`config.mk`:
```
export PLATFORM = sky130hd
export DESIGN_NAME = bitmap_quarter_turn_rotate_writer_core
export DESIGN_NICKNAME = d
export VERILOG_FILES = /design/src/bqtrw_pkg.sv /design/src/bqtrw_rem.sv /design/src/bqtrw_obuf.sv /design/src/bitmap_quarter_turn_rotate_writer_core.sv
export SDC_FILE = /design/constraint.sdc
export NUM_CORES = 1
export LEC_CHECK = 0
export BUFFER_PORTS_ARGS = -buffer_cell sky130_fd_sc_hd__buf_2
export CORE_MARGIN = 4
export CORE_UTILIZATION = 59
export CTS_BUF_LIST = sky130_fd_sc_hd__clkbuf_8
export DETAILED_ROUTE_END_ITERATION = 8
export PLACE_DENSITY = 0.86
export SLEW_MARGIN = 20
export SYNTH_ARGS = -nofsm -noshare
export SYNTH_HDL_FRONTEND = slang
export SYNTH_SLANG_ARGS = --single-unit
```
`constraint.sdc`:
```
create_clock -name i_clk -period 5.8 [get_ports i_clk]
set_input_delay 0.58 -clock i_clk [delete_from_list [all_inputs] [get_ports i_clk]]
set_output_delay 0.58 -clock i_clk [all_outputs]
set_load 0.01 [all_outputs]
```
`src/bqtrw_pkg.sv`:
```
`timescale 1ns / 1ps

package bqtrw_pkg;

    localparam int MAX_DIM_DEF   = 1024;
    localparam int ADDR_BITS_DEF = 20;

    localparam int DIM_W      = 11;
    localparam int CFG_W      = 11;
    localparam int CFG_IDX_W  = 3;
    localparam int OUT_ADDR_W = 20;

    localparam logic [CFG_IDX_W-1:0] CFG_ORIENT    = 3'd0;
    localparam logic [CFG_IDX_W-1:0] CFG_WIDTH     = 3'd1;
    localparam logic [CFG_IDX_W-1:0] CFG_HEIGHT    = 3'd2;
    localparam logic [CFG_IDX_W-1:0] CFG_ROW_BYTES = 3'd3;
    localparam logic [CFG_IDX_W-1:0] CFG_DEPTH     = 3'd4;
    localparam logic [CFG_IDX_W-1:0] CFG_ORIGIN_X  = 3'd5;
    localparam logic [CFG_IDX_W-1:0] CFG_ORIGIN_Y  = 3'd6;

    localparam logic [1:0]       RST_ORIENT    = 2'd0;
    localparam logic [DIM_W-1:0] RST_WIDTH     = 11'd160;
    localparam logic [DIM_W-1:0] RST_HEIGHT    = 11'd160;
    localparam logic [DIM_W-1:0] RST_ROW_BYTES = 11'd20;
    localparam logic [1:0]       RST_DEPTH     = 2'd0;

    localparam logic [1:0] ORIENT_UP  = 2'd0;
    localparam logic [1:0] ORIENT_90  = 2'd1;
    localparam logic [1:0] ORIENT_180 = 2'd2;
    localparam logic [1:0] ORIENT_270 = 2'd3;

    localparam logic [1:0] KIND_OR        = 2'd0;
    localparam logic [1:0] KIND_CLR_BYTE  = 2'd1;
    localparam logic [1:0] KIND_CLR_COL   = 2'd2;

    typedef struct packed {
        logic [1:0]            kind;
        logic [OUT_ADDR_W-1:0] address;
        logic [7:0]            mask;
        logic [DIM_W-1:0]      count;
        logic                  step_up;
        logic                  last;
    } t_result;

    function automatic logic [7:0] black_low(input logic [1:0] depth);
        logic [7:0] m;
        unique case (depth)
            2'd0:    m = 8'h01;
            2'd1:    m = 8'h03;
            2'd2:    m = 8'h0F;
            default: m = 8'hFF;
        endcase
        return m;
    endfunction

    function automatic logic [7:0] black_high(input logic [1:0] depth);
        logic [7:0] m;
        unique case (depth)
            2'd0:    m = 8'h80;
            2'd1:    m = 8'hC0;
            2'd2:    m = 8'hF0;
            default: m = 8'hFF;
        endcase
        return m;
    endfunction

endpackage

```
`src/bqtrw_rem.sv`:
```
`timescale 1ns / 1ps

module bqtrw_rem #(
    parameter int DW = 12
) (
    input  logic                          i_clk,
    input  logic                          i_rst_n,
    input  logic                          i_start,
    input  logic [DW-1:0]                 i_dividend,
    input  logic [bqtrw_pkg::DIM_W-1:0]   i_divisor,
    output logic                          o_done,
    output logic [bqtrw_pkg::DIM_W-1:0]   o_rem
);
    import bqtrw_pkg::*;

    localparam int CNTW = $clog2(DW + 1);

    logic              r_busy;
    logic              r_done;
    logic [CNTW-1:0]   r_cnt;
    logic [DW-1:0]     r_quo;
    logic [DIM_W-1:0]  r_rem;
    logic [DIM_W-1:0]  r_div;

    logic [DIM_W:0]    w_trial;
    logic              w_ge;
    logic [DIM_W-1:0]  w_next;

    assign w_trial = {r_rem, r_quo[DW-1]};
    assign w_ge    = w_trial >= {1'b0, r_div};
    assign w_next  = w_ge ? DIM_W'(w_trial - {1'b0, r_div}) : w_trial[DIM_W-1:0];

    always_ff @(posedge i_clk) begin
        if (!i_rst_n) begin
            r_busy <= 1'b0;
            r_done <= 1'b0;
            r_cnt  <= '0;
        end else begin
            r_done <= 1'b0;
            if (i_start) begin
                r_busy <= 1'b1;
                r_cnt  <= CNTW'(DW);
                r_quo  <= i_dividend;
                r_rem  <= '0;
                r_div  <= i_divisor;
            end else if (r_busy) begin
                r_rem <= w_next;
                r_quo <= r_quo << 1;
                r_cnt <= r_cnt - CNTW'(1);
                if (r_cnt == CNTW'(1)) begin
                    r_busy <= 1'b0;
                    r_done <= 1'b1;
                end
            end
        end
    end

    assign o_done = r_done;
    assign o_rem  = r_rem;

    a_start_idle: assert property (@(posedge i_clk) disable iff (!i_rst_n)
        i_start |-> !r_busy)
        else $error("remainder unit started while busy");

    a_rem_bound: assert property (@(posedge i_clk) disable iff (!i_rst_n)
        (r_done && r_div != '0) |-> (r_rem < r_div))
        else $error("remainder not below divisor");

endmodule

```
`src/bqtrw_obuf.sv`:
```
`timescale 1ns / 1ps

module bqtrw_obuf (
    input  logic                             i_clk,
    input  logic                             i_rst_n,
    input  logic                             i_load,
    input  bqtrw_pkg::t_result               i_result,
    input  logic                             i_stall,
    output logic                             o_free,
    output logic                             o_valid,
    output logic [1:0]                       o_kind,
    output logic [bqtrw_pkg::OUT_ADDR_W-1:0] o_address,
    output logic [7:0]                       o_mask,
    output logic [bqtrw_pkg::DIM_W-1:0]      o_count,
    output logic                             o_step_up,
    output logic                             o_last
);
    import bqtrw_pkg::*;

    logic    r_valid;
    t_result r_res;

    assign o_free = !r_valid || !i_stall;

    always_ff @(posedge i_clk) begin
        if (!i_rst_n) begin
            r_valid <= 1'b0;
        end else if (i_load) begin
            r_valid <= 1'b1;
            r_res   <= i_result;
        end else if (!i_stall) begin
            r_valid <= 1'b0;
        end
    end

    assign o_valid   = r_valid;
    assign o_kind    = r_res.kind;
    assign o_address = r_res.address;
    assign o_mask    = r_res.mask;
    assign o_count   = r_res.count;
    assign o_step_up = r_res.step_up;
    assign o_last    = r_res.last;

    a_load_free: assert property (@(posedge i_clk) disable iff (!i_rst_n)
        i_load |-> o_free)
        else $error("output word overwritten while stalled");

endmodule

```
`src/bitmap_quarter_turn_rotate_writer_core.sv`:
```
`timescale 1ns / 1ps
// Channel   Direction  Handshake                Payload
// in        input      i_in_valid / o_in_stall  i_pixel
// out       output     o_out_valid / i_out_stall  o_kind o_address o_mask o_count
//                                                   o_step_up o_last
// cfg       input      i_cfg_we                 i_cfg_index i_cfg_data
//
// A pixel inside a row passes through S_PIX, then S_CLR as well when it makes an OR word
// and a byte-clear word. An upright or upside-down row start first passes S_GEOM (geometry),
// then S_MUL (the row multiply). A sideways row start passes S_GEOM, S_MUL, S_DIV and S_COL;
// S_DIV waits on the remainder unit, which works one bit of the TW-bit byte column a cycle.
// Reset is synchronous and active low; it restores the register defaults and counters.
// While the output word is stalled the sequencer waits before producing the next word.

module bitmap_quarter_turn_rotate_writer_core #(
    parameter int MAX_DIM   = bqtrw_pkg::MAX_DIM_DEF,
    parameter int ADDR_BITS = bqtrw_pkg::ADDR_BITS_DEF
) (
    input  logic                             i_clk,
    input  logic                             i_rst_n,
    input  logic                             i_in_valid,
    output logic                             o_in_stall,
    input  logic [7:0]                       i_pixel,
    output logic                             o_out_valid,
    input  logic                             i_out_stall,
    output logic [1:0]                       o_kind,
    output logic [bqtrw_pkg::OUT_ADDR_W-1:0] o_address,
    output logic [7:0]                       o_mask,
    output logic [bqtrw_pkg::DIM_W-1:0]      o_count,
    output logic                             o_step_up,
    output logic                             o_last,
    input  logic                             i_cfg_we,
    input  logic [bqtrw_pkg::CFG_IDX_W-1:0]  i_cfg_index,
    input  logic [bqtrw_pkg::CFG_W-1:0]      i_cfg_data
);
    import bqtrw_pkg::*;

    localparam int IW = $clog2(MAX_DIM);
    localparam int GW = (IW > DIM_W) ? IW : DIM_W;
    localparam int TW = GW + 1;

    typedef enum logic [6:0] {
        S_IDLE = 7'b0000001,
        S_GEOM = 7'b0000010,
        S_MUL  = 7'b0000100,
        S_DIV  = 7'b0001000,
        S_COL  = 7'b0010000,
        S_PIX  = 7'b0100000,
        S_CLR  = 7'b1000000
    } t_state;

    t_state r_state, n_state;

    logic [1:0]       r_orient;
    logic [DIM_W-1:0] r_width;
    logic [DIM_W-1:0] r_height;
    logic [DIM_W-1:0] r_row_bytes;
    logic [1:0]       r_depth;
    logic [9:0]       r_ox;
    logic [9:0]       r_oy;

    logic [IW-1:0]        r_col_idx;
    logic [IW-1:0]        r_row_idx;
    logic [ADDR_BITS-1:0] r_addr;
    logic [7:0]           r_bmask;
    logic [DIM_W-1:0]     r_last_col;
    logic                 r_col_valid;
    logic                 r_pix_nz;
    logic [TW-1:0]        r_tx;
    logic [TW-1:0]        r_ty;

    logic                 w_accept;
    logic                 w_sideways;
    logic [DIM_W-1:0]     w_w;
    logic [DIM_W-1:0]     w_h;
    logic [3:0]           w_bpp;
    logic [7:0]           w_black;
    logic [7:0]           w_black_hi;

    logic [GW-1:0]        w_row_ext;
    logic [GW-1:0]        w_hm1;
    logic [GW-1:0]        w_wm1;
    logic [GW-1:0]        w_row;
    logic [GW-1:0]        w_hmr;
    logic [GW-1:0]        w_x;
    logic [GW-1:0]        w_y;

    logic [TW+2:0]        w_txs;
    logic [TW-1:0]        w_xbyte;
    logic [2:0]           w_pos;
    logic [TW+10:0]       w_prod;
    logic [TW+11:0]       w_sum;
    logic [ADDR_BITS+TW+11:0] w_sum_ext;
    logic [ADDR_BITS-1:0] w_new_addr;
    logic [7:0]           w_new_mask;

    logic [ADDR_BITS+DIM_W-1:0] w_rb_ext;
    logic [ADDR_BITS-1:0] w_rb_a;
    logic [7:0]           w_mask_r;
    logic [7:0]           w_mask_l;
    logic                 w_clr;
    logic [ADDR_BITS-1:0] w_upd_addr;
    logic [7:0]           w_upd_mask;
    logic [ADDR_BITS+OUT_ADDR_W-1:0] w_addr_ext;
    logic [ADDR_BITS+OUT_ADDR_W-1:0] w_upd_ext;
    logic [OUT_ADDR_W-1:0] w_addr_out;
    logic [OUT_ADDR_W-1:0] w_upd_out;

    logic                 w_rem_start;
    logic                 w_rem_done;
    logic [DIM_W-1:0]     w_rem;
    logic                 w_col_new;
    logic                 w_col_take;
    logic                 w_out_free;
    logic                 w_load;
    logic                 w_commit;
    t_result              w_res;

    logic [IW:0]          w_ci_inc;
    logic [IW:0]          w_ri_inc;

    assign w_accept   = i_in_valid && (r_state == S_IDLE);
    assign o_in_stall = (r_state != S_IDLE);
    assign w_sideways = r_orient[0];

    always_comb begin
        if (r_width == '0) begin
            w_w = DIM_W'(1);
        end else if (r_width > MAX_DIM) begin
            w_w = DIM_W'(MAX_DIM);
        end else begin
            w_w = r_width;
        end
        if (r_height == '0) begin
            w_h = DIM_W'(1);
        end else if (r_height > MAX_DIM) begin
            w_h = DIM_W'(MAX_DIM);
        end else begin
            w_h = r_height;
        end
    end

    assign w_bpp      = 4'd1 << r_depth;
    assign w_black    = black_low(r_depth);
    assign w_black_hi = black_high(r_depth);

    assign w_row_ext = GW'(r_row_idx);
    assign w_hm1     = GW'(w_h - DIM_W'(1));
    assign w_wm1     = GW'(w_w - DIM_W'(1));
    assign w_row     = (w_row_ext < GW'(w_h)) ? w_row_ext : w_hm1;
    assign w_hmr     = w_hm1 - w_row;

    always_comb begin
        unique case (r_orient)
            ORIENT_UP: begin
                w_x = '0;
                w_y = w_row;
            end
            ORIENT_90: begin
                w_x = w_hmr;
                w_y = '0;
            end
            ORIENT_180: begin
                w_x = w_wm1;
                w_y = w_hmr;
            end
            default: begin
                w_x = w_row;
                w_y = w_wm1;
            end
        endcase
    end

    assign w_txs      = {3'b000, r_tx} << r_depth;
    assign w_xbyte    = w_txs[TW+2:3];
    assign w_pos      = w_txs[2:0];
    assign w_prod     = (TW+11)'(r_ty) * (TW+11)'(r_row_bytes);
    assign w_sum      = {1'b0, w_prod} + (TW+12)'(w_xbyte);
    assign w_sum_ext  = {{ADDR_BITS{1'b0}}, w_sum};
    assign w_new_addr = w_sum_ext[ADDR_BITS-1:0];
    assign w_new_mask = w_black_hi >> w_pos;

    assign w_rb_ext = {{ADDR_BITS{1'b0}}, r_row_bytes};
    assign w_rb_a   = w_rb_ext[ADDR_BITS-1:0];
    assign w_mask_r = r_bmask >> w_bpp;
    assign w_mask_l = r_bmask << w_bpp;

    always_comb begin
        w_clr      = 1'b0;
        w_upd_addr = r_addr;
        w_upd_mask = r_bmask;
        unique case (r_orient)
            ORIENT_UP: begin
                if (w_mask_r == '0) begin
                    w_clr      = 1'b1;
                    w_upd_mask = w_black_hi;
                    w_upd_addr = r_addr + ADDR_BITS'(1);
                end else begin
                    w_upd_mask = w_mask_r;
                end
            end
            ORIENT_180: begin
                if (w_mask_l == '0) begin
                    w_clr      = 1'b1;
                    w_upd_mask = w_black;
                    w_upd_addr = r_addr - ADDR_BITS'(1);
                end else begin
                    w_upd_mask = w_mask_l;
                end
            end
            ORIENT_90: begin
                w_upd_addr = r_addr + w_rb_a;
            end
            default: begin
                w_upd_addr = r_addr - w_rb_a;
            end
        endcase
    end

    assign w_addr_ext = {{OUT_ADDR_W{1'b0}}, r_addr};
    assign w_upd_ext  = {{OUT_ADDR_W{1'b0}}, w_upd_addr};
    assign w_addr_out = w_addr_ext[OUT_ADDR_W-1:0];
    assign w_upd_out  = w_upd_ext[OUT_ADDR_W-1:0];

    assign w_col_new = !r_col_valid || (w_rem != r_last_col);

    always_comb begin
        n_state     = r_state;
        w_load      = 1'b0;
        w_commit    = 1'b0;
        w_col_take  = 1'b0;
        w_rem_start = 1'b0;
        w_res       = '0;
        unique case (r_state)
            S_IDLE: begin
                if (w_accept) begin
                    n_state = (r_col_idx == '0) ? S_GEOM : S_PIX;
                end
            end
            S_GEOM: begin
                n_state = S_MUL;
            end
            S_MUL: begin
                if (w_sideways) begin
                    w_rem_start = 1'b1;
                    n_state     = S_DIV;
                end else begin
                    n_state = S_PIX;
                end
            end
            S_DIV: begin
                if (w_rem_done) begin
                    n_state = S_COL;
                end
            end
            S_COL: begin
                if (w_col_new) begin
                    w_res.kind    = KIND_CLR_COL;
                    w_res.address = w_addr_out;
                    w_res.count   = w_w;
                    w_res.step_up = (r_orient == ORIENT_270);
                    w_res.last    = !r_pix_nz;
                    if (w_out_free) begin
                        w_load     = 1'b1;
                        w_col_take = 1'b1;
                        n_state    = S_PIX;
                    end
                end else begin
                    n_state = S_PIX;
                end
            end
            S_PIX: begin
                if (r_pix_nz) begin
                    w_res.kind    = KIND_OR;
                    w_res.address = w_addr_out;
                    w_res.mask    = r_bmask;
                    w_res.last    = !w_clr;
                    if (w_out_free) begin
                        w_load = 1'b1;
                        if (w_clr) begin
                            n_state = S_CLR;
                        end else begin
                            w_commit = 1'b1;
                            n_state  = S_IDLE;
                        end
                    end
                end else if (w_clr) begin
                    w_res.kind    = KIND_CLR_BYTE;
                    w_res.address = w_upd_out;
                    w_res.last    = 1'b1;
                    if (w_out_free) begin
                        w_load   = 1'b1;
                        w_commit = 1'b1;
                        n_state  = S_IDLE;
                    end
                end else begin
                    w_commit = 1'b1;
                    n_state  = S_IDLE;
                end
            end
            S_CLR: begin
                w_res.kind    = KIND_CLR_BYTE;
                w_res.address = w_upd_out;
                w_res.last    = 1'b1;
                if (w_out_free) begin
                    w_load   = 1'b1;
                    w_commit = 1'b1;
                    n_state  = S_IDLE;
                end
            end
            default: begin
                n_state = S_IDLE;
            end
        endcase
    end

    assign w_ci_inc = {1'b0, r_col_idx} + (IW+1)'(1);
    assign w_ri_inc = {1'b0, r_row_idx} + (IW+1)'(1);

    always_ff @(posedge i_clk) begin
        if (!i_rst_n) begin
            r_state     <= S_IDLE;
            r_orient    <= RST_ORIENT;
            r_width     <= RST_WIDTH;
            r_height    <= RST_HEIGHT;
            r_row_bytes <= RST_ROW_BYTES;
            r_depth     <= RST_DEPTH;
            r_ox        <= '0;
            r_oy        <= '0;
            r_col_idx   <= '0;
            r_row_idx   <= '0;
            r_addr      <= '0;
            r_bmask     <= '0;
            r_last_col  <= '1;
            r_col_valid <= 1'b0;
        end else begin
            r_state <= n_state;
            if (i_cfg_we) begin
                unique case (i_cfg_index)
                    CFG_ORIENT:    r_orient    <= i_cfg_data[1:0];
                    CFG_WIDTH:     r_width     <= i_cfg_data;
                    CFG_HEIGHT:    r_height    <= i_cfg_data;
                    CFG_ROW_BYTES: r_row_bytes <= i_cfg_data;
                    CFG_DEPTH:     r_depth     <= i_cfg_data[1:0];
                    CFG_ORIGIN_X:  r_ox        <= i_cfg_data[9:0];
                    CFG_ORIGIN_Y:  r_oy        <= i_cfg_data[9:0];
                    default: begin
                    end
                endcase
            end
            if (w_accept) begin
                r_pix_nz <= |i_pixel;
            end
            if (r_state == S_GEOM) begin
                r_tx <= {1'b0, w_x} + TW'(r_ox);
                r_ty <= {1'b0, w_y} + TW'(r_oy);
            end
            if (r_state == S_MUL) begin
                r_addr  <= w_new_addr;
                r_bmask <= w_new_mask;
            end
            if (w_col_take) begin
                r_last_col  <= w_rem;
                r_col_valid <= 1'b1;
            end
            if (w_commit) begin
                r_addr  <= w_upd_addr;
                r_bmask <= w_upd_mask;
                if (w_ci_inc >= w_w) begin
                    r_col_idx <= '0;
                    if (w_ri_inc >= w_h) begin
                        r_row_idx   <= '0;
                        r_col_valid <= 1'b0;
                        r_last_col  <= '1;
                    end else begin
                        r_row_idx <= w_ri_inc[IW-1:0];
                    end
                end else begin
                    r_col_idx <= w_ci_inc[IW-1:0];
                end
            end
        end
    end

    bqtrw_rem #(
        .DW (TW)
    ) u_rem (
        .i_clk      (i_clk),
        .i_rst_n    (i_rst_n),
        .i_start    (w_rem_start),
        .i_dividend (w_xbyte),
        .i_divisor  (r_row_bytes),
        .o_done     (w_rem_done),
        .o_rem      (w_rem)
    );

    bqtrw_obuf u_obuf (
        .i_clk     (i_clk),
        .i_rst_n   (i_rst_n),
        .i_load    (w_load),
        .i_result  (w_res),
        .i_stall   (i_out_stall),
        .o_free    (w_out_free),
        .o_valid   (o_out_valid),
        .o_kind    (o_kind),
        .o_address (o_address),
        .o_mask    (o_mask),
        .o_count   (o_count),
        .o_step_up (o_step_up),
        .o_last    (o_last)
    );

    a_accept_next: assert property (@(posedge i_clk) disable iff (!i_rst_n)
        w_accept |=> (r_state == S_GEOM || r_state == S_PIX))
        else $error("accepted word did not start processing");

    a_col_sideways: assert property (@(posedge i_clk) disable iff (!i_rst_n)
        (w_load && w_res.kind == KIND_CLR_COL) |-> w_sideways)
        else $error("column clear outside a sideways orientation");

    a_byte_upright: assert property (@(posedge i_clk) disable iff (!i_rst_n)
        (w_load && w_res.kind == KIND_CLR_BYTE) |-> !w_sideways)
        else $error("byte clear in a sideways orientation");

endmodule
```
# Word level (Yosys, flattened, before mapping)
# Index checks and enable logic that the tools add are counted.
# Widths: inputs -> output; s select.
[totals]
reg_bits = 233
in_bits = 27
out_inout_bits = 45
word_cells = 201
[classes]
addsub = 14
multipliers = 1
magnitude_cmp = 6
eq_ne = 27
shifts = 5
mux = 77
n_bitwise = 2
n_reduce_logical = 38
[ops]
columns = ["operator", "count"]
rows = [
  ["$mux 11", 11],
  ["$mux 20", 4],
  ["$pmux 11 s3", 2],
  ["$pmux 22 s3", 1],
  ["$mux 7", 9],
  ["$pmux 20 s3", 1],
  ["$pmux 7 s7", 1],
  ["$mux 21", 2],
  ["$mux 8", 4],
  ["$reduce_and 2->1", 16],
  ["$mux 1", 26],
  ["$add 11x10->12", 2],
  ["$mux 12", 2],
  ["$pmux 8 s3", 1],
  ["$add 10x1->11 const B", 2],
  ["$ge 11x11->1", 2],
  ["$gt 11x11->1 const B", 2],
  ["$logic_not 11->1", 2],
  ["$mux 22", 1],
  ["$sub 11x1->11 const B", 2],
  ["$sub 11x11->11", 2],
  ["$pmux 7 s3", 1],
  ["$add 20x1->20 const B", 1],
  ["$add 20x11->20", 1],
  ["other kinds (50)", 72],
]

# Logic depth before layout (Yosys ltp)
# Gate-level depths: netlist (run 1).
[logic_depth]
word_depth = 11
depth_mapped = 28
depth_no_buf = 27

# By module
# Synthesis (run 1) repeated with hierarchy kept, for this count alone.
[unflattened]
hier_cells = 2400
hier_area_um2 = 20407.1
[by_module_without_submodules]
columns = ["mod", "n_inst", "cells_each", "area_each_um2"]
rows = [
  ["bitmap_quarter_turn_rotate_writer_core", 1, 2156, 16837.4],
  ["bqtrw_rem", 1, 196, 2237.1],
  ["bqtrw_obuf", 1, 48, 1332.5],
]

# Worst setup path before layout (run 1)
# Ideal clock, no wire load.
[synth_timing]
path_type = "register to register"
from = "register r_row_bytes[4]"
to = "register r_addr[18]"
arrival_ps = 5360
required_ps = 5680
setup_slack_ps = 321
stages_incl_launch_ff = 20
cell_sequence = "dfxtp_1 -> clkbuf_1 -> buf_1 -> nand2_1 -> fa_1 -> inv_1 -> fa_1 -> inv_1 -> fa_1 -> inv_1 -> fa_1 -> fa_1 -> ha_1 -> or3_1 -> o21ai_0 -> o211ai_1 -> a41oi_1 -> o21ai_0 -> mux2i_1 -> a211o_1"
[synth_via]
elab_chain_cells = 4
word_cells_on_any_way = 7
cone_classes = "3 x add/sub; 1 x mul; 3 x mux"
[synth_rtl]
columns = ["item", "line", "source"]
rows = [
  ["start, declared", "bitmap_quarter_turn_rotate_writer_core.sv:57", "logic [DIM_W-1:0] r_row_bytes;"],
  ["start signal, assigned", "bitmap_quarter_turn_rotate_writer_core.sv:343", "CFG_ROW_BYTES: r_row_bytes <= i_cfg_data;"],
  ["$mul 12x11->20", "bitmap_quarter_turn_rotate_writer_core.sv:177", "assign w_prod = (TW+11)'(r_ty) * (TW+11)'(r_row_bytes);"],
  ["$add 20x12->20", "bitmap_quarter_turn_rotate_writer_core.sv:178", "assign w_sum = {1'b0, w_prod} + (TW+12)'(w_xbyte);"],
  ["$mux 20", "bitmap_quarter_turn_rotate_writer_core.sv:358", "if (r_state == S_MUL) begin"],
  ["$mux 20 *", "bitmap_quarter_turn_rotate_writer_core.sv:366", "if (w_commit) begin"],
  ["end signal, assigned", "bitmap_quarter_turn_rotate_writer_core.sv:359", "r_addr <= w_new_addr;"],
  ["end signal, assigned", "bitmap_quarter_turn_rotate_writer_core.sv:367", "r_addr <= w_upd_addr;"],
  ["end, declared", "bitmap_quarter_turn_rotate_writer_core.sv:64", "logic [ADDR_BITS-1:0] r_addr;"],
]
# Mark *: on every way between the ends. The rest lies on a longest branch, timed or not. The select of a mux whose other input is x is not followed.
# A chain may end at the register's enable or synchronous reset.

# Worst setup path in the final report (run 1)
[layout_timing]
from = "register r_row_bytes[7]"
to = "register r_addr[19]"
# The elaborated chain is that of the path after synthesis.

==> results.toml, run 1 <==
[outcome]
status = "finished clean"

[global_route]
track_usage_pct = 30.0
antenna_found_initial = 0
grt_pass1_vias = 17800
grt_pass1_wl_um = 93100
grt_max_degree = 67
overflow = 0

[synth]
yosysWarnings = 0
synthArstFlopShare_pct = 0
syn_nets = 2679
synth_simple_gate_area_share_pct = 19.9
synth_top_family_by_area = "simple AND/OR/NAND/NOR gates"
synth-seq-cells = 233
synth_cells = 2396
synthDistinctLibCells = 94
yosysTopAreaCell = "edfxtp_1"
synthAdderAreaFrac_pct = 19.5
ys_seq_area_share_pct = 27.9
synth-xor-area-share_pct = 5.37
ys.flop_type = "dfxtp_1"
muxShareOfSynthArea_pct = 4.03
ys_top_cells_by_area = "edfxtp_1 (15%), dfxtp_1 (13%), fa_1 (10%)"
synth-edff-count = 102
synth_area_mm2 = 0.0204
yosysTopAreaCellShare_pct = 15.0
syn_avg_cell_area_um2 = 8.51
synth_compound_area_share_pct = 17.2

[routing]
drt_iter0_markers = 1718
wl_met2_um = 27600
dr.max_layer_used = "met4"
via_per_inst = 6.23
postRouteAntennaNets = 0
finalWirelength_um = 58600
wl_met1_um = 23100
wl_met3_um = 4580
wl_per_cell_um = 20.1
route.detailed.drc = 0
vias = 18200
dr.pass1.iters = 5

[setup_path]
startpoint_type = "flop"
crit_chain = "buf_4 -> and2_1 -> fa_1 -> fa_1 -> fa_1 -> fa_1 -> fa_1 -> ha_1 -> a21o_1 -> a21oi_1 -> o21ai_0 -> o21ai_0 -> o21ai_0 -> o22ai_1 -> mux2i_1 -> a31oi_1"
cp_max_fo = 11
arrival_ps = 5880
path_common_cell = "fa_1"
reg2reg_depth = 16
rr_startpoint = "r_row_bytes[7]"
reg2reg_slack_ps = 320
cp_slowest_stage_delay_ps = 640
crit_family = "adder cells"
required_ps = 6200
critPathSlowestCell = "dfxtp_1"
reg2reg_to = "r_addr[19]"
path_buf_inv = 1
cp-end-kind = "flop"
critPathKind = "flop to flop"

[min_path]
whs_path_depth = 3
timing.hold.worst.class = "primary input to flop"
hold_start = "i_pixel[6]"
holdPathEnd = "r_pix_nz"

[floorplanning]
ios = 72
coreArea_mm2 = 0.0338
die_h_um = 194
die-area_mm2 = 0.0376
rows = 67
initial_core_util_pct = 60.4
die_w_um = 194

[cells_and_area]
fillCellCount = 2712
mostFrequentLayoutCells = "nand2_1 (358), inv_1 (185), nor2_1 (155), ha_1 (152), a21oi_1 (147)"
syn_to_final_growth_pct = 8.17
fin_util_pct = 65.3
n_antenna_cell = 0
nets = 2720
drive_above_1_share_pct = 9.92
final_area_mm2 = 0.0221
final_common_cell = "nand2_1"

[clock_tree]
tritoncts = "built"
cts_root_buf = "clkbuf_8"
clk_pin_slew_worst_paths_ps = 60
cts_max_level = 2
cts_buffers = 41
cts_hold_buffers = 0
cts_setup_buffers = 0
clock-sinks = 233
cts_buffer_depth = 3
clk_latency_ps = 560
ctsResizeCount = 0

[sta]
finClkSkew_ps = 27.5
min_period_over_period_pct = 94.5
setup_viol = 0
max_slew_margin_pct = 33.6
finalHoldViolCount = 0
finalSetupTns_ps = 0
drv_slew = 0
fmax_mhz = 182
rsz0062_at_grt = "no"
tightest_slew_ps = 992
finalCriticalPeriod_ps = 5480

[job]
cap_viol_max_count = 0

[placement]
port_buffers = 71
place.gp.congestion = 1.03
place_hpwl_um = 44800
postPlaceCellArea_mm2 = 0.0212

[pwr]
leakage_nw = 9.37
ir_drop_mv = 0.252
power_mw = 4.60
power_density_mw_per_mm2 = 209
## tightest hold or removal path, delay by kind of cell
family	cells	cell delay, ps
buffers and inverters	1	80
AND/OR/NAND/NOR	2	80
## cells in the mapped netlist, types with 15 or more instances
| library cell | count |
|---|---|
| a211oi_1 | 26 |
| a21o_1 | 36 |
| a21oi_1 | 148 |
| a31oi_1 | 26 |
| a41oi_1 | 15 |
| and2_1 | 59 |
| clkbuf_1 | 94 |
| dfxtp_1 | 131 |
| edfxtp_1 | 102 |
| fa_1 | 104 |
| ha_1 | 152 |
| inv_1 | 174 |
| mux2i_1 | 67 |
| nand2_1 | 358 |
| nand2b_1 | 20 |
| nand3_1 | 56 |
| nand4_1 | 16 |
| nor2_1 | 157 |
| nor2b_1 | 24 |
| nor3_1 | 51 |
| nor4_1 | 28 |
| o21a_1 | 16 |
| o21ai_0 | 135 |
| xnor2_1 | 80 |
| xor2_1 | 45 |
## sequential cells by signal, indices dropped and copies added, names as in the netlist, 11 cells and up
signal	count
u_rem.o_rem	11
u_rem.r_quo	12
r_height	11
r_addr	20
u_rem.r_div	11
r_width	11
r_row_bytes	11
r_tx	12
u_obuf.o_count	11
u_obuf.o_address	20
r_last_col	11
r_ty	12
## cell type report
| type | instances | area [um2] | area share, % |
|---|---|---|---|
| clock inverter | 30 | 220 | 0.998 |
| multi-input combinational | 1856 | 13500 | 61.3 |
| clock buffer | 46 | 633 | 2.87 |
| timing repair buffer | 126 | 768 | 3.48 |
| tap | 448 | 561 | 2.54 |
| inverter | 179 | 672 | 3.05 |
| sequential | 233 | 5690 | 25.8 |
## metal layers
layer,vias to the layer above,GRT usage [%]
li1,8463,-
met1,8658,38.3
met2,863,50.0
met3,205,4.14
met4,0,15.7
met5,-,0
## power by group
part | internal (mW) | switching, mW | leakage (nW)
sequential | 1.75 | 0.0651 | 2.00
combinational | 0.471 | 0.729 | 6.90
clock | 0.870 | 0.723 | 0.476
## worst max path at each step
stage	startpoint	to	slack (ps)	cells after the start
2_1_floorplan	r_row_bytes[4]	r_addr[18]	320	19
3_3_place_gp	r_row_bytes[5]	r_addr[19]	440	17
3_5_place_dp	r_height[7]	r_ty[10]	320	28
4_1_cts	r_height[7]	r_ty[11]	290	25
5_1_grt	r_height[7]	r_tx[11]	30	28
6_report	r_row_bytes[7]	r_addr[19]	320	16
## through the flow
step	hold WS [ps]	std cells	setup WS [ps]
finish	299	2918	320
global route	292	2918	27.4
CTS	277	2918	286
detailed placement	454	2842	319
global placement	448	2842	438
floorplan	403	2396	321
## kinds of logic after synthesis
kind of cell             after synthesis
flip-flops                           233
adder cells (fa/ha/maj)              256
AND/OR/NAND/NOR                      852
AO/OA/AOI/OAI                        543
XOR/XNOR                             125
multiplexers                          80
buffers and inverters                307
Power figures use the tool's default switching activity.
==> run 2: changes to the inputs <==
CORE_MARGIN = 8   (was 4)
==> results.toml, run 2 (synthesis results as in run 1) <==
[pwr]
ir_drop_mv = 0.206
power_mw = 4.53
leakage_nw = 9.39
power_density_mw_per_mm2 = 205

[setup_path]
cp-end-kind = "flop"
required_ps = 6220
arrival_ps = 5920
critPathSlowestCell = "fa_1"
startpoint_type = "flop"
cp_max_fo = 6
cp_slowest_stage_delay_ps = 560
crit_chain = "and2_1 -> fa_1 -> fa_1 -> inv_1 -> fa_1 -> inv_1 -> fa_1 -> fa_1 -> ha_1 -> or3_1 -> o211a_1 -> o21ai_1 -> o21ai_0 -> o22ai_1 -> mux2i_1 -> a31oi_1"
critPathKind = "flop to flop"
path_common_cell = "fa_1"

[routing]
drt_iter0_markers = 1696
finalWirelength_um = 60800
vias = 18300
dr.pass1.iters = 6
via_per_inst = 6.25
postRouteAntennaNets = 0
route.detailed.drc = 0
wl_per_cell_um = 20.7

[sta]
whs_ps = 277
finalHoldViolCount = 0
fmax_mhz = 182
min_period_over_period_pct = 94.9
finalSetupTns_ps = 0
rsz0062_at_grt = "no"
max_slew_margin_pct = 36.7
setup_viol = 0
finalCriticalPeriod_ps = 5500
setup_ws_ps = 296
tightest_slew_ps = 946
finClkSkew_ps = 22.5
drv_slew = 0

[global_route]
overflow = 0
grt_max_degree = 67
grt_pass1_wl_um = 95400
track_usage_pct = 28.8
antenna_found_initial = 0
grt_pass1_vias = 17800

[placement]
place.gp.congestion = 0.989
place_hpwl_um = 45600
port_buffers = 71
pre_cts_ws_ps = 172

[floorplanning]
rows = 68
coreArea_mm2 = 0.0343
die_h_um = 202
die-area_mm2 = 0.0408
die_w_um = 202
ios = 72
initial_core_util_pct = 59.5

[job]
cap_viol_max_count = 0

[clock_tree]
tritoncts = "built"
cts_root_buf = "clkbuf_8"
cts_max_level = 2
cts_buffers = 40
clk_pin_slew_worst_paths_ps = 70
cts_buffer_depth = 3
clk_latency_ps = 570
cts_hold_buffers = 0
clock-sinks = 233

[cells_and_area]
fin_util_pct = 64.4
mostFrequentLayoutCells = "nand2_1 (358), inv_1 (189), nor2_1 (153), ha_1 (152), a21oi_1 (144)"
syn_to_final_growth_pct = 8.34
n_antenna_cell = 0
final_common_cell = "nand2_1"
drive_above_1_share_pct = 10.5
nets = 2728

[outcome]
status = "finished clean"

[min_path]
timing.hold.worst.class = "primary input to flop"
==> run 2: report_power, final <==
| group | switching (mW) | internal, mW | total (mW) |
|---|---|---|---|
| combinational | 0.740 | 0.473 | 1.21 |
| sequential | 0.0633 | 1.75 | 1.81 |
| clock | 0.729 | 0.774 | 1.50 |
==> run 2: worst paths after layout <==
kind / startpoint / to / slack, ps / cells after the start
setup / recovery: r_ty[1] / r_addr[19] / 300 / 16
hold / removal: i_pixel[6] / r_pix_nz / 280 / 3
setup reg to reg: r_ty[1] / r_addr[19] / 300 / 16
hold reg to reg: r_ox[0] / r_ox[0] / 470 / 2
==> run 2: cell type report <==
type | count | area, um2
Timing Repair Buffer | 135 | 837
Inverter | 179 | 676
Fill cell | 2783 | 12200
Tap cell | 455 | 569
Clock inverter | 27 | 150
Clock buffer | 46 | 633
Sequential cell | 233 | 5690
Multi-Input combinational cell | 1856 | 13500
==> run 2: per-layer routing <==
metal	GRT usage (%)	vias to the layer above	wire length, um	part of all wire [%]
met3	4.53	180	4750	7.8
met2	49.2	892	28900	48
met1	35.1	8754	23800	39
met4	14.2	0	3310	5.4
li1	-	8498	-	-
met5	0	-	0	0
==> run 2: through the flow <==
stage / instances / area [um2]
after global routing: 2931 / 22100
after detailed placement: 2837 / 21100
after floorplan: 2396 / 20400
final: 2931 / 22100
after global placement: 2837 / 21100
after CTS: 2910 / 21900
==> run 2: what timing repair did <==
action | CTS | global route
buffers inserted | 0 | 21
resized for setup | 0 | 18
setup endpoints to repair | 0 | 15
==> run 2: critical path, delay by kind of cell (launching register included) <==
kind | cells | cell delay, ps
adder cells (fa/ha/maj) | 6 | 2770
multiplexers | 1 | 330
AND/OR/NAND/NOR | 2 | 700
AO/OA/AOI/OAI | 5 | 910
buffers and inverters | 2 | 120
flip-flops | 1 | 520
==> run 3: changes to the inputs <==
CORE_UTILIZATION = 65   (was 59)
PLACE_DENSITY = 0.9   (was 0.86)
SYNTH_HIERARCHICAL = 1   (was not set)
clock period = 6.3 ns   (was 5.8 ns; I/O delays follow)
==> results.toml, run 3 <==
[outcome]
status = "finished clean"

[setup_path]
required_ps = 6570
startpoint_type = "flop"
rr_startpoint = "r_height[2]"
critPathKind = "flop to flop"
reg2reg_to = "r_ty[11]"
reg2reg_depth = 27
worstSetupStartpoint = "r_height[2]"
arrival_ps = 6200
cp_slowest_stage_delay_ps = 390
critPathCapture = "r_ty[11]"
critPathSlowestCell = "fa_1"
reg2reg_slack_ps = 370
cp-end-kind = "flop"
cp_max_fo = 6

[synth]
yosysWarnings = 6
yosysTopAreaCell = "edfxtp_1"
synth-edff-count = 102
synth_area_mm2 = 0.0204
synth-seq-cells = 233
synthTopCellsByCount = "nand2_1 (378), inv_1 (183), ha_1 (152)"
syn_avg_cell_area_um2 = 8.50
syn_nets = 2683
synthArstFlopShare_pct = 0
yosysTopAreaCellShare_pct = 15.0
ys_top_cells_by_area = "edfxtp_1 (15%), dfxtp_1 (13%), fa_1 (10%)"
synthDistinctLibCells = 84
ys_seq_area_share_pct = 27.9
synth_most_common_cell = "nand2_1"
synth_cells = 2400
ys.flop_type = "dfxtp_1"

[global_route]
track_usage_pct = 31.8
grt_pass1_wl_um = 94800
overflow = 0
grt_max_degree = 71
antenna_found_initial = 0
grt_pass1_vias = 18500

[floorplanning]
die_w_um = 193
die-area_mm2 = 0.0373
rows = 65
coreArea_mm2 = 0.0312
initial_core_util_pct = 65.3
die_h_um = 193
ios = 72

[routing]
wl_met3_um = 5330
drt_iter0_markers = 2044
finalWirelength_um = 59200
dr.max_layer_used = "met4"
wl_per_cell_um = 20.8
vias = 18600
wl_met1_um = 22400
dr.pass1.iters = 6
postRouteAntennaNets = 0
wl_met2_um = 28000
route.detailed.drc = 0
via_per_inst = 6.55

[clock_tree]
clock-sinks = 233
tritoncts = "built"
cts_hold_buffers = 0
clk_latency_ps = 570
cts_buffers = 40
clk_pin_slew_worst_paths_ps = 70
cts_buffer_depth = 3
cts_max_level = 2
cts_root_buf = "clkbuf_8"

[sta]
fmax_mhz = 169
tightest_slew_ps = 1280
drv_slew = 0
whs_ps = 337
finalHoldViolCount = 0
finalCriticalPeriod_ps = 5930
max_slew_margin_pct = 14.0
finClkSkew_ps = 30.5
min_period_over_period_pct = 94.1
setup_viol = 0

[cells_and_area]
final_common_cell = "nand2_1"
nets = 2692
multiInputGateArea_mm2 = 0.0135
syn_to_final_growth_pct = 6.89
drive_above_1_share_pct = 9.18
regArea_mm2 = 0.00569
instances_no_fill = 2843
fillCellCount = 2372
mostFrequentLayoutCells = "nand2_1 (378), inv_1 (193), ha_1 (152), nor2_1 (143), a21oi_1 (135)"
n_antenna_cell = 0

[placement]
place.gp.congestion = 1.01
place_hpwl_um = 43800
port_buffers = 71
dp_cells = 2768

[min_path]
whs_path_depth = 3
timing.hold.worst.class = "primary input to flop"

[pwr]
power_mw = 3.88
power_density_mw_per_mm2 = 178
leakage_nw = 9.38
ir_drop_mv = 0.152

[job]
cap_viol_max_count = 0
run 3: critical path, delay by kind of cell (launching register included):
family                   cells  cell delay (ps)
buffers and inverters        3              240
flip-flops                   1              360
AO/OA/AOI/OAI               13             2870
AND/OR/NAND/NOR              6              820
XOR/XNOR                     1              240
adder cells (fa/ha/maj)      4             1100
run 3: power breakdown:
| part | internal [mW] | switching [mW] | total [mW] | leakage (nW) |
|---|---|---|---|---|
| Clock | 0.805 | 0.655 | 1.46 | 0.478 |
| Combinational | 0.306 | 0.475 | 0.781 | 6.90 |
| Sequential | 1.59 | 0.0482 | 1.64 | 2.00 |
run 3: timing repair:
item                                    4_1_cts  5_1_grt
endpoints found under the setup margin        0        5
gates resized for setup                       0        5
setup buffers                                 0        1
run 3: layer usage:
layer	vias to the layer above	track usage [%]
met5	-	0
met1	8842	38.3
li1	8446	-
met2	1092	53.4
met4	0	18.0
met3	255	5.59
run 3: final cells by class:
type / count / share of cell area, %
repair buffers: 97 / 2.52
well taps: 402 / 2.31
inverters: 183 / 3.17
multi-input cells: 1854 / 62.1
clock buffers: 47 / 2.97
flip-flops and latches: 233 / 26.1
clock inverters: 27 / 0.878
run 3: how the worst min path moves through the flow:
stage,from,endpoint
5_1_grt,i_pixel[6],r_pix_nz
6_report,i_pixel[2],r_pix_nz
2_1_floorplan,r_row_bytes[10],u_rem/r_div[10]
3_3_place_gp,r_ox[4],r_ox[4]
4_1_cts,i_pixel[2],r_pix_nz
3_5_place_dp,r_oy[9],r_oy[9]
run 3: per-stage QoR:
step           util (%)  worst slack [ps]  setup TNS, ps  instance area, um2
3_3_place_gp       67.1               551              0               20900
6_report           69.8               371              0               21800
3_5_place_dp       67.1               275              0               20900
4_1_cts            69.7               223              0               21800
2_1_floorplan         -               361              0               20400
5_1_grt            69.8             -22.8          -22.8               21800
run 3: cell families (layout without fill, tap and decap cells):
group / after synthesis / count (layout) / share of synthesized area, %
AO/OA/AOI/OAI: 525 / 525 / 17.1
XOR/XNOR: 121 / 121 / 5.26
adder cells (fa/ha/maj): 256 / 256 / 19.5
buffers and inverters: 313 / 354 / 5.98
flip-flops: 233 / 233 / 27.9
multiplexers: 79 / 79 / 4.02
AND/OR/NAND/NOR: 873 / 873 / 20.2
